===== src/rtl/b58enc_pkg.sv =====
// Shared types, constants and the character table of the base58 encoder.
// No dependencies; imported by every module of the block.
`default_nettype none
package b58enc_pkg;

	localparam int unsigned STORE_DEPTH = 45;
	localparam int unsigned IDX_W       = 6;
	localparam int unsigned DIGIT_W     = 6;
	localparam int unsigned CARRY_W     = 9;
	localparam int unsigned CAP_W       = 7;
	localparam int unsigned MAX_INPUT   = 32;
	localparam int unsigned RADIX       = 58;
	// floor(2^16 / 58): quotient estimate is exact or one short
	localparam int unsigned RECIP       = 1129;
	localparam int unsigned RECIP_SHIFT = 16;
	localparam logic [CAP_W-1:0] CAP_RESET = 7'd64;

	typedef logic [IDX_W-1:0]   idx_t;
	typedef logic [DIGIT_W-1:0] digit_t;
	typedef logic [CARRY_W-1:0] carry_t;

	typedef enum logic [1:0] {
		ST_OK      = 2'd0,
		ST_IN_OVF  = 2'd1,
		ST_OUT_OVF = 2'd2
	} status_t;

	typedef struct packed {
		logic [7:0] data_byte;
		logic       last;
	} item_t;

	typedef struct packed {
		logic [7:0] out_char;
		status_t    status;
		logic       final_res;
	} result_t;

	typedef struct packed {
		logic   rd_en;
		idx_t   rd_addr;
		logic   wr_en;
		idx_t   wr_addr;
		digit_t wr_data;
		logic   clr;
	} store_req_t;

	function automatic logic [7:0] b58_char(input digit_t d);
		logic [7:0] c;
		case (d)
			6'd0:  c = "1";  6'd1:  c = "2";  6'd2:  c = "3";  6'd3:  c = "4";
			6'd4:  c = "5";  6'd5:  c = "6";  6'd6:  c = "7";  6'd7:  c = "8";
			6'd8:  c = "9";  6'd9:  c = "A";  6'd10: c = "B";  6'd11: c = "C";
			6'd12: c = "D";  6'd13: c = "E";  6'd14: c = "F";  6'd15: c = "G";
			6'd16: c = "H";  6'd17: c = "J";  6'd18: c = "K";  6'd19: c = "L";
			6'd20: c = "M";  6'd21: c = "N";  6'd22: c = "P";  6'd23: c = "Q";
			6'd24: c = "R";  6'd25: c = "S";  6'd26: c = "T";  6'd27: c = "U";
			6'd28: c = "V";  6'd29: c = "W";  6'd30: c = "X";  6'd31: c = "Y";
			6'd32: c = "Z";  6'd33: c = "a";  6'd34: c = "b";  6'd35: c = "c";
			6'd36: c = "d";  6'd37: c = "e";  6'd38: c = "f";  6'd39: c = "g";
			6'd40: c = "h";  6'd41: c = "i";  6'd42: c = "j";  6'd43: c = "k";
			6'd44: c = "m";  6'd45: c = "n";  6'd46: c = "o";  6'd47: c = "p";
			6'd48: c = "q";  6'd49: c = "r";  6'd50: c = "s";  6'd51: c = "t";
			6'd52: c = "u";  6'd53: c = "v";  6'd54: c = "w";  6'd55: c = "x";
			6'd56: c = "y";  6'd57: c = "z";
			default: c = 8'd0;
		endcase
		return c;
	endfunction

endpackage
`default_nettype wire


===== src/rtl/base58_encoder_unit.sv =====
// Base58 (Bitcoin alphabet) encoder, top level: control sequencer, config register.
// Depends on b58enc_pkg, b58enc_store and b58enc_step.
//
//  channel   signals                         transaction when
//  item      start, busy, item               start && !busy
//  result    result_strobe, result           result_strobe (one cycle, no stall)
//  config    cfg_valid, cfg_ready, cfg_data  cfg_valid && cfg_ready
//
// A leading zero byte or a byte past the input limit is only counted or flagged at
// accept. For any other byte the store read-modify-write then walks all 45 digits,
// one per cycle through the store's read and write ports, with a registered read.
// A last byte then adds a length check and emits one character per cycle.
// After reset the store reads as zero at once. The receiver cannot stall.
`default_nettype none
module base58_encoder_unit
	import b58enc_pkg::*;
(
	input  wire logic             clk,
	input  wire logic             arst_n,
	input  wire logic             start,
	output logic                  busy,
	input  wire item_t            item,
	output logic                  result_strobe,
	output result_t               result,
	input  wire logic             cfg_valid,
	output logic                  cfg_ready,
	input  wire logic [CAP_W-1:0] cfg_data
);

	typedef enum logic [2:0] {
		S_IDLE,
		S_MUL,
		S_FIN,
		S_ZEROS,
		S_DIGITS
	} state_t;

	state_t           state_q;
	logic [CAP_W-1:0] cap_q;
	idx_t             bc_q;
	idx_t             zpc_q;
	logic             izp_q;
	logic             ovf_q;
	logic             last_q;
	carry_t           carry_q;
	idx_t             rd_idx_q;
	logic             iss_done_q;
	logic             rd_pend_s1;
	idx_t             wr_idx_s1;
	idx_t             first_q;
	idx_t             zleft_q;
	logic             res_strobe_q;
	result_t          res_q;

	store_req_t       req;
	digit_t           rd_data;
	digit_t           new_digit;
	carry_t           new_carry;
	logic             accept;
	logic             issue;
	logic [CAP_W-1:0] total;
	logic             too_long;
	logic             msg_done;

	b58enc_store u_store (
		.clk     (clk),
		.arst_n  (arst_n),
		.req     (req),
		.rd_data (rd_data)
	);

	b58enc_step u_step (
		.digit_in  (rd_data),
		.carry_in  (carry_q),
		.digit_out (new_digit),
		.carry_out (new_carry)
	);

	assign busy          = (state_q != S_IDLE);
	assign accept        = start && !busy;
	assign cfg_ready     = 1'b1;
	assign result_strobe = res_strobe_q;
	assign result        = res_q;
	assign issue         = (state_q == S_MUL) && !iss_done_q;

	always_comb begin
		total    = {1'b0, zpc_q} + (CAP_W'(STORE_DEPTH) - {1'b0, first_q});
		too_long = (total > cap_q) || (total > CAP_W'(STORE_DEPTH));
		msg_done = 1'b0;
		case (state_q)
			S_FIN:    msg_done = ovf_q || too_long || (total == '0);
			S_ZEROS:  msg_done = (zleft_q == IDX_W'(1)) && (first_q == IDX_W'(STORE_DEPTH));
			S_DIGITS: msg_done = (first_q == IDX_W'(STORE_DEPTH - 1));
			default:  msg_done = 1'b0;
		endcase
	end

	always_comb begin
		req         = '0;
		req.clr     = msg_done;
		req.wr_en   = (state_q == S_MUL) && rd_pend_s1;
		req.wr_addr = wr_idx_s1;
		req.wr_data = new_digit;
		case (state_q)
			S_MUL: begin
				req.rd_en   = issue;
				req.rd_addr = rd_idx_q;
			end
			S_FIN, S_ZEROS: begin
				req.rd_en   = 1'b1;
				req.rd_addr = first_q;
			end
			S_DIGITS: begin
				// prefetch the next digit
				req.rd_en   = 1'b1;
				req.rd_addr = first_q + IDX_W'(1);
			end
			default: begin
				req.rd_en = 1'b0;
			end
		endcase
	end

	always_ff @(posedge clk or negedge arst_n) begin
		if (!arst_n) begin
			cap_q <= CAP_RESET;
		end else if (cfg_valid && cfg_ready) begin
			cap_q <= cfg_data;
		end
	end

	always_ff @(posedge clk or negedge arst_n) begin
		if (!arst_n) begin
			state_q      <= S_IDLE;
			bc_q         <= '0;
			zpc_q        <= '0;
			izp_q        <= 1'b1;
			ovf_q        <= 1'b0;
			last_q       <= 1'b0;
			carry_q      <= '0;
			rd_idx_q     <= '0;
			iss_done_q   <= 1'b1;
			rd_pend_s1   <= 1'b0;
			wr_idx_s1    <= '0;
			first_q      <= IDX_W'(STORE_DEPTH);
			zleft_q      <= '0;
			res_strobe_q <= 1'b0;
			res_q        <= '0;
		end else begin
			res_strobe_q <= 1'b0;
			rd_pend_s1   <= issue;
			wr_idx_s1    <= rd_idx_q;
			case (state_q)
				S_IDLE: begin
					if (accept) begin
						last_q <= item.last;
						if (ovf_q || (bc_q >= IDX_W'(MAX_INPUT))) begin
							// drop the byte, flag it for the last transaction
							ovf_q   <= 1'b1;
							state_q <= item.last ? S_FIN : S_IDLE;
						end else begin
							bc_q <= bc_q + IDX_W'(1);
							if (izp_q && (item.data_byte == 8'd0)) begin
								zpc_q   <= zpc_q + IDX_W'(1);
								state_q <= item.last ? S_FIN : S_IDLE;
							end else begin
								izp_q      <= 1'b0;
								carry_q    <= CARRY_W'(item.data_byte);
								rd_idx_q   <= IDX_W'(STORE_DEPTH - 1);
								iss_done_q <= 1'b0;
								first_q    <= IDX_W'(STORE_DEPTH);
								state_q    <= S_MUL;
							end
						end
					end
				end
				S_MUL: begin
					if (issue) begin
						if (rd_idx_q == '0) begin
							iss_done_q <= 1'b1;
						end else begin
							rd_idx_q <= rd_idx_q - IDX_W'(1);
						end
					end
					if (rd_pend_s1) begin
						carry_q <= new_carry;
						// walk runs downwards: the last hit is the top digit
						if (new_digit != '0) begin
							first_q <= wr_idx_s1;
						end
						if (wr_idx_s1 == '0) begin
							state_q <= last_q ? S_FIN : S_IDLE;
						end
					end
				end
				S_FIN: begin
					if (ovf_q) begin
						res_strobe_q <= 1'b1;
						res_q        <= '{out_char: 8'd0, status: ST_IN_OVF, final_res: 1'b1};
						state_q      <= S_IDLE;
					end else if (too_long) begin
						res_strobe_q <= 1'b1;
						res_q        <= '{out_char: 8'd0, status: ST_OUT_OVF, final_res: 1'b1};
						state_q      <= S_IDLE;
					end else if (total == '0) begin
						state_q <= S_IDLE;
					end else if (zpc_q != '0) begin
						zleft_q <= zpc_q;
						state_q <= S_ZEROS;
					end else begin
						state_q <= S_DIGITS;
					end
				end
				S_ZEROS: begin
					res_strobe_q <= 1'b1;
					res_q        <= '{out_char: b58_char('0), status: ST_OK,
						final_res: msg_done};
					zleft_q      <= zleft_q - IDX_W'(1);
					if (zleft_q == IDX_W'(1)) begin
						state_q <= msg_done ? S_IDLE : S_DIGITS;
					end
				end
				S_DIGITS: begin
					res_strobe_q <= 1'b1;
					res_q        <= '{out_char: b58_char(rd_data), status: ST_OK,
						final_res: msg_done};
					first_q      <= first_q + IDX_W'(1);
					if (msg_done) begin
						state_q <= S_IDLE;
					end
				end
				default: begin
					state_q <= S_IDLE;
				end
			endcase
			// clear message state once its last result is decided
			if (msg_done) begin
				bc_q    <= '0;
				zpc_q   <= '0;
				izp_q   <= 1'b1;
				ovf_q   <= 1'b0;
				first_q <= IDX_W'(STORE_DEPTH);
			end
		end
	end

	a_err_single: assert property (@(posedge clk) disable iff (!arst_n)
		result_strobe && (result.status != ST_OK) |->
			result.final_res && (result.out_char == 8'd0))
		else $error("error result without final marker or with a character");

	a_final_idle: assert property (@(posedge clk) disable iff (!arst_n)
		result_strobe && result.final_res |-> !busy)
		else $error("block still busy after the final result");

	a_carry_bound: assert property (@(posedge clk) disable iff (!arst_n)
		carry_q <= CARRY_W'(256))
		else $error("carry out of range");

	a_no_collide: assert property (@(posedge clk) disable iff (!arst_n)
		req.wr_en && req.rd_en |-> req.wr_addr != req.rd_addr)
		else $error("store read and write hit the same entry");

endmodule
`default_nettype wire


===== src/rtl/b58enc_store.sv =====
// Base-58 digit store: 45 x 6-bit synchronous memory with a registered read.
// Per-entry valid bits make unwritten entries read as zero. Uses b58enc_pkg.
`default_nettype none
module b58enc_store
	import b58enc_pkg::*;
(
	input  wire logic       clk,
	input  wire logic       arst_n,
	input  wire store_req_t req,
	output digit_t          rd_data
);

	digit_t                 mem [STORE_DEPTH];
	logic [STORE_DEPTH-1:0] vld_q;
	digit_t                 rdata_s1;
	logic                   rvld_s1;
	logic                   rd_ok;
	logic                   wr_ok;

	assign rd_ok = req.rd_en && (req.rd_addr < IDX_W'(STORE_DEPTH));
	assign wr_ok = req.wr_en && (req.wr_addr < IDX_W'(STORE_DEPTH));

	always_ff @(posedge clk) begin
		if (wr_ok) begin
			mem[req.wr_addr] <= req.wr_data;
		end
		if (rd_ok) begin
			rdata_s1 <= mem[req.rd_addr];
		end
	end

	always_ff @(posedge clk or negedge arst_n) begin
		if (!arst_n) begin
			vld_q   <= '0;
			rvld_s1 <= 1'b0;
		end else begin
			if (req.clr) begin
				vld_q <= '0;
			end else if (wr_ok) begin
				vld_q[req.wr_addr] <= 1'b1;
			end
			// out-of-range reads return zero
			if (req.rd_en) begin
				rvld_s1 <= rd_ok && vld_q[req.rd_addr];
			end
		end
	end

	assign rd_data = rvld_s1 ? rdata_s1 : '0;

endmodule
`default_nettype wire


===== src/rtl/b58enc_step.sv =====
// One digit of the store * 256 + carry update: digit' = v mod 58, carry' = v / 58.
// Reciprocal multiply with a single correction. Uses b58enc_pkg.
`default_nettype none
module b58enc_step
	import b58enc_pkg::*;
(
	input  wire digit_t digit_in,
	input  wire carry_t carry_in,
	output digit_t      digit_out,
	output carry_t      carry_out
);

	logic [13:0] acc;
	logic [24:0] prod;
	logic [8:0]  q_est;
	logic [13:0] q58;
	logic [13:0] rem_est;

	always_comb begin
		acc     = {digit_in, 8'd0} + 14'(carry_in);
		prod    = 25'(acc) * 25'(RECIP);
		q_est   = prod[RECIP_SHIFT +: 9];
		// 58q = 64q - 4q - 2q
		q58     = {q_est[7:0], 6'd0} - {3'd0, q_est, 2'd0} - {4'd0, q_est, 1'b0};
		rem_est = acc - q58;
		if (rem_est >= 14'(RADIX)) begin
			digit_out = DIGIT_W'(rem_est - 14'(RADIX));
			carry_out = q_est + 9'd1;
		end else begin
			digit_out = DIGIT_W'(rem_est);
			carry_out = q_est;
		end
	end

endmodule
`default_nettype wire

===== config.mk =====
export PLATFORM = sky130hd
export DESIGN_NAME = base58_encoder_unit
export DESIGN_NICKNAME = d
export VERILOG_FILES = /design/src/rtl/b58enc_pkg.sv /design/src/rtl/base58_encoder_unit.sv /design/src/rtl/b58enc_store.sv /design/src/rtl/b58enc_step.sv
export SDC_FILE = /design/constraint.sdc
export NUM_CORES = 1
export LEC_CHECK = 0
export BUFFER_PORTS_ARGS = -buffer_cell sky130_fd_sc_hd__buf_4
export CAP_MARGIN = 20
export CORE_ASPECT_RATIO = 1.75
export CORE_MARGIN = 1
export CORE_UTILIZATION = 55
export DETAILED_ROUTE_END_ITERATION = 8
export MAX_ROUTING_LAYER = met4
export PLACE_DENSITY = 0.74
export SLEW_MARGIN = 20
export SYNTH_ARGS = -nofsm -noshare
export SYNTH_HDL_FRONTEND = slang
export SYNTH_SLANG_ARGS = --single-unit
export TNS_END_PERCENT = 50

===== constraint.sdc =====
create_clock -name clk -period 9.8 [get_ports clk]
set_input_delay 0.49 -clock clk [delete_from_list [all_inputs] [get_ports clk]]
set_output_delay 0.49 -clock clk [all_outputs]
set_load 0.005 [all_outputs]

==> out/summary.log <==
INFO  timing         period_minus_slack=9.31ns
INFO  critical_path  timing.critical_path.to_type=register
INFO  drt            drt_iter0_markers=1,074
INFO  drt            wl_per_cell=22.0um
INFO  timing         fin_setup_tns=0ns
INFO  global_route   vias_in_the_first_global_route=16,309
INFO  global_route   grt_first_pass_wirelength=88,400um
INFO  die            floorplan.core_area=0.0385sqmm
INFO  critical_path  path_depth=33
INFO  critical_path  worst_setup_path_class=reg -> reg
INFO  critical_path  r2r_cells=33
INFO  clock_tree     clockBufferDepth=3
INFO  placed_design  port-buffer-count=31
INFO  timing         final_hold_vio_count=0
INFO  worst_hold_path worst_hold_path_type=in -> reg
INFO  clock_tree     worst_skew_pair.late_latency=0.56ns
INFO  final_layout   layout-area-overhead-vs-synth=9.77%
INFO  synth          synth_top_cells_by_area=sky130_fd_sc_hd__edfxtp_1 38%, sky130_fd_sc_hd__dfrtp_1 13%, sky130_fd_sc_hd__ha_1 7.4%, sky130_fd_sc_hd__nand2_1 4.9%, sky130_fd_sc_hd__nor2_1 4.1%
INFO  worst_hold_path min_delay_path_depth=3
INFO  synth          ys_async_sr_fraction=29.8%
INFO  clock_tree     clockRootBuffer=sky130_fd_sc_hd__clkbuf_16
INFO  critical_path  number_of_buffers_and_inverters_on_the_critical_path=6
INFO  critical_path  critical-path-max-stage-delay=0.57ns
INFO  synth          netlist_top_cells_count=283 x sky130_fd_sc_hd__nand2_1, 276 x sky130_fd_sc_hd__edfxtp_1, 234 x sky130_fd_sc_hd__nor2_1
INFO  synth          syn-mean-instance-area=10.4squm
INFO  synth          yosys_most_used_dff=sky130_fd_sc_hd__edfxtp_1
INFO  die            die-area=0.0401sqmm
INFO  drt            drt-total-wl=56,700um
INFO  synth          yosysMostFrequentCell=sky130_fd_sc_hd__nand2_1
INFO  critical_path  timing.critical_path.max_delay_family=adder cells
INFO  global_route   grt_util_all_layers=30.0%
INFO  drt            route.antenna.remaining_nets=0
INFO  clock_tree     tritoncts=done
INFO  timing         finalSetupViolCount=0
INFO  clock_tree     number_of_buffers_added_by_the_clock_tree_synthesis_step=37
INFO  die            die_x=152um
INFO  timing         tightestPinTransition=1.08ns
INFO  timing         fin_worst_skew=0.0320ns
INFO  timing         final_min_period_over_clock_period=95.0%
INFO  critical_path  critical-path-top-cell-by-count=sky130_fd_sc_hd__ha_1
INFO  run            drv.max_cap_violation_count=0
INFO  placed_design  detailed_place_hpwl=39,100um
INFO  die            effective_utilization_at_floorplan=56.0%
INFO  drt            detailroute.via_count=16,120
INFO  synth          synth_top_area_cell=sky130_fd_sc_hd__edfxtp_1
INFO  timing         finalMaxSlewViolations=0
INFO  final_layout   antenna-diode-count=0
INFO  synth          ys_ff_latch=393
INFO  timing         achievable-frequency=107MHz
INFO  clock_tree     cts.sink_count=393
INFO  clock_tree     htreeDepth=2
INFO  drt            drt_drc_violations_left=0
INFO  die            floorplan.rows=95
INFO  critical_path  timing.critical_path.arrival=9.57ns
INFO  synth          synthCells=2,073
INFO  synth          netlist-cell-type-count=75
INFO  synth          synth-warning-count=0
INFO  critical_path  worst_setup_path_start_kind=register
INFO  global_route   antenna_found_initial=0
INFO  timing         max-slew-margin-rel=27.9%
INFO  die            die-height=264um
INFO  global_route   grt_start_max_net_pins=83
INFO  timing         unrepaired_setup_endpoints_after_global_routing=false
INFO  critical_path  worstPathMaxFanout=45
INFO  critical_path  worst-endpoint-required=10.06ns
INFO  synth          syn-cell-area=0.0216sqmm
INFO  clock_tree     clkTransAtPathRegs=0.06ns
INFO  clock_tree     post-cts-setup-buffer-count=0
INFO  placed_design  gp_congestion=0.971
INFO  synth          number_of_synthesized_flops_with_an_enable_pin=276
INFO  critical_path  critical-path-slowest-cell=sky130_fd_sc_hd__fa_1
INFO  synth          synthesis.nets=2,262
INFO  final_layout   drive_gt1_share=7.62%
INFO  run_status     run_status=complete, no violations
INFO  die            num_io_pins=34
INFO  final_layout   final_net_count=2,249
INFO  drt            detailedRoute.firstPassIterationCount=5
INFO  synth          top_cell_type_s_share_of_synthesized_area=38.4%
INFO  synth          ys_seq_area_share=52.0%
INFO  drt            drt_via_density=6.27
INFO  global_route   globalRouteOverflowTotal=0
-- cell usage in the layout, fill, tap and decap left out, types with 7 or more instances in the layout --
cell,Yosys,final
sky130_fd_sc_hd__nor3_1,20,20
sky130_fd_sc_hd__xor2_1,21,20
sky130_fd_sc_hd__ha_1,127,127
sky130_fd_sc_hd__or3_1,7,7
sky130_fd_sc_hd__a31oi_1,50,49
sky130_fd_sc_hd__inv_1,136,136
sky130_fd_sc_hd__and3_1,64,64
sky130_fd_sc_hd__nand4_1,19,19
sky130_fd_sc_hd__nor4_1,11,11
sky130_fd_sc_hd__a21oi_1,76,74
sky130_fd_sc_hd__a22oi_1,7,7
sky130_fd_sc_hd__nor2_1,234,233
sky130_fd_sc_hd__o211ai_1,10,10
sky130_fd_sc_hd__nand2b_1,9,9
sky130_fd_sc_hd__nand3_1,78,78
sky130_fd_sc_hd__xnor2_1,36,32
sky130_fd_sc_hd__a21o_1,18,18
sky130_fd_sc_hd__fa_1,42,42
sky130_fd_sc_hd__clkbuf_16,0,38
sky130_fd_sc_hd__a311oi_1,37,37
sky130_fd_sc_hd__dfrtp_1,110,109
sky130_fd_sc_hd__edfxtp_1,276,276
sky130_fd_sc_hd__nand2_1,283,282
sky130_fd_sc_hd__clkbuf_8,0,7
sky130_fd_sc_hd__a211oi_1,90,90
sky130_fd_sc_hd__and2_1,12,11
sky130_fd_sc_hd__nor2b_1,10,10
sky130_fd_sc_hd__clkbuf_1,82,11
sky130_fd_sc_hd__dfstp_2,7,7
sky130_fd_sc_hd__buf_4,2,58
sky130_fd_sc_hd__mux2_2,8,8
sky130_fd_sc_hd__o21ai_0,59,58
-- worst reg2reg max path: cells and delay by family, from the launching register on --
family / cells / cell delay [ns]
AND/OR/NAND/NOR: 9 / 2.00
XOR/XNOR: 2 / 0.31
AO/OA/AOI/OAI: 5 / 1.37
buffers and inverters: 6 / 0.57
flip-flops: 1 / 0.49
multiplexers: 1 / 0.37
adder cells (fa/ha/maj): 10 / 3.88
-- state kept, by name (all words and copies together) (netlist names), 3 cells and up --
signal	flops
bc_q	6
cap_q	7
carry_q	9
first_q	6
rd_idx_q	6
result	10
state_q	3
u_store.mem	270
u_store.rdata_s1	6
u_store.vld_q	45
wr_idx_s1	6
zleft_q	6
zpc_q	6
-- through the flow --
step | setup WS, ns | util, % | hold WS (ns) | instance area (sq um) | instances
6_report | 0.489 | 61.5 | 0.138 | 23700 | 2572
4_1_cts | 0.407 | 61.4 | 0.127 | 23700 | 2572
2_1_floorplan | 0.0506 | - | 0.194 | 21600 | 2073
3_3_place_gp | 0.680 | 58.2 | 0.464 | 22400 | 2505
3_5_place_dp | 0.467 | 58.2 | 0.460 | 22400 | 2505
5_1_grt | 0.0103 | 61.5 | 0.147 | 23700 | 2572
-- layer usage --
metal  part of all wire, %  wire length [um]  track usage [%]
met2                    54             30900             53.4
met5                     0                 0                -
met4                   6.0              3390             16.8
met1                    34             19300             31.3
met3                   5.6              3150             3.64
-- what timing repair did --
item / in CTS / in global routing
hold buffers: 1 / 0
gates resized for setup: 0 / 5
hold endpoints to repair: 43 / 0
setup endpoints to repair: 0 / 231
-- cell families (layout without fill, tap and decap cells) --
logic type | count (synthesis) | after routing | synth area share [%]
multiplexers | 14 | 14 | 0.696
AND/OR/NAND/NOR | 771 | 771 | 16.0
other | 2 | 2 | 0.0348
adder cells (fa/ha/maj) | 170 | 170 | 11.3
buffers and inverters | 252 | 266 | 4.51
flip-flops | 393 | 393 | 52.0
XOR/XNOR | 57 | 57 | 2.31
AO/OA/AOI/OAI | 414 | 414 | 13.2
-- worst paths after layout --
check | from | endpoint | slack, ns
max | u_store.rvld_s1$_DFFE_PN0P_ | u_store.mem[5][5]$_DFFE_PP_ | 0.49
min | cfg_data[3] | cap_q[3]$_DFFE_PN0P_ | 0.14
max reg2reg | u_store.rvld_s1$_DFFE_PN0P_ | u_store.mem[5][5]$_DFFE_PP_ | 0.49
min reg2reg | u_store.vld_q[0]$_DFFE_PN0P_ | u_store.vld_q[0]$_DFFE_PN0P_ | 0.49
max in group asynchronous | arst_n | u_store.rvld_s1$_DFFE_PN0P_ | 7.98
min in group asynchronous | arst_n | cap_q[0]$_DFFE_PN0P_ | 0.44
-- layout make-up --
type,instances,area (sq um)
clock inverters,10,161
inverters,136,510
fillers,3109,14800
well taps,485,607
multi-input cells,1428,9550
clock buffers,56,1090
flip-flops and latches,393,11200
repair buffers,64,537
Power is not shown: default switching activity piles up to over one toggle a cycle in this logic, so the estimate is an artifact.
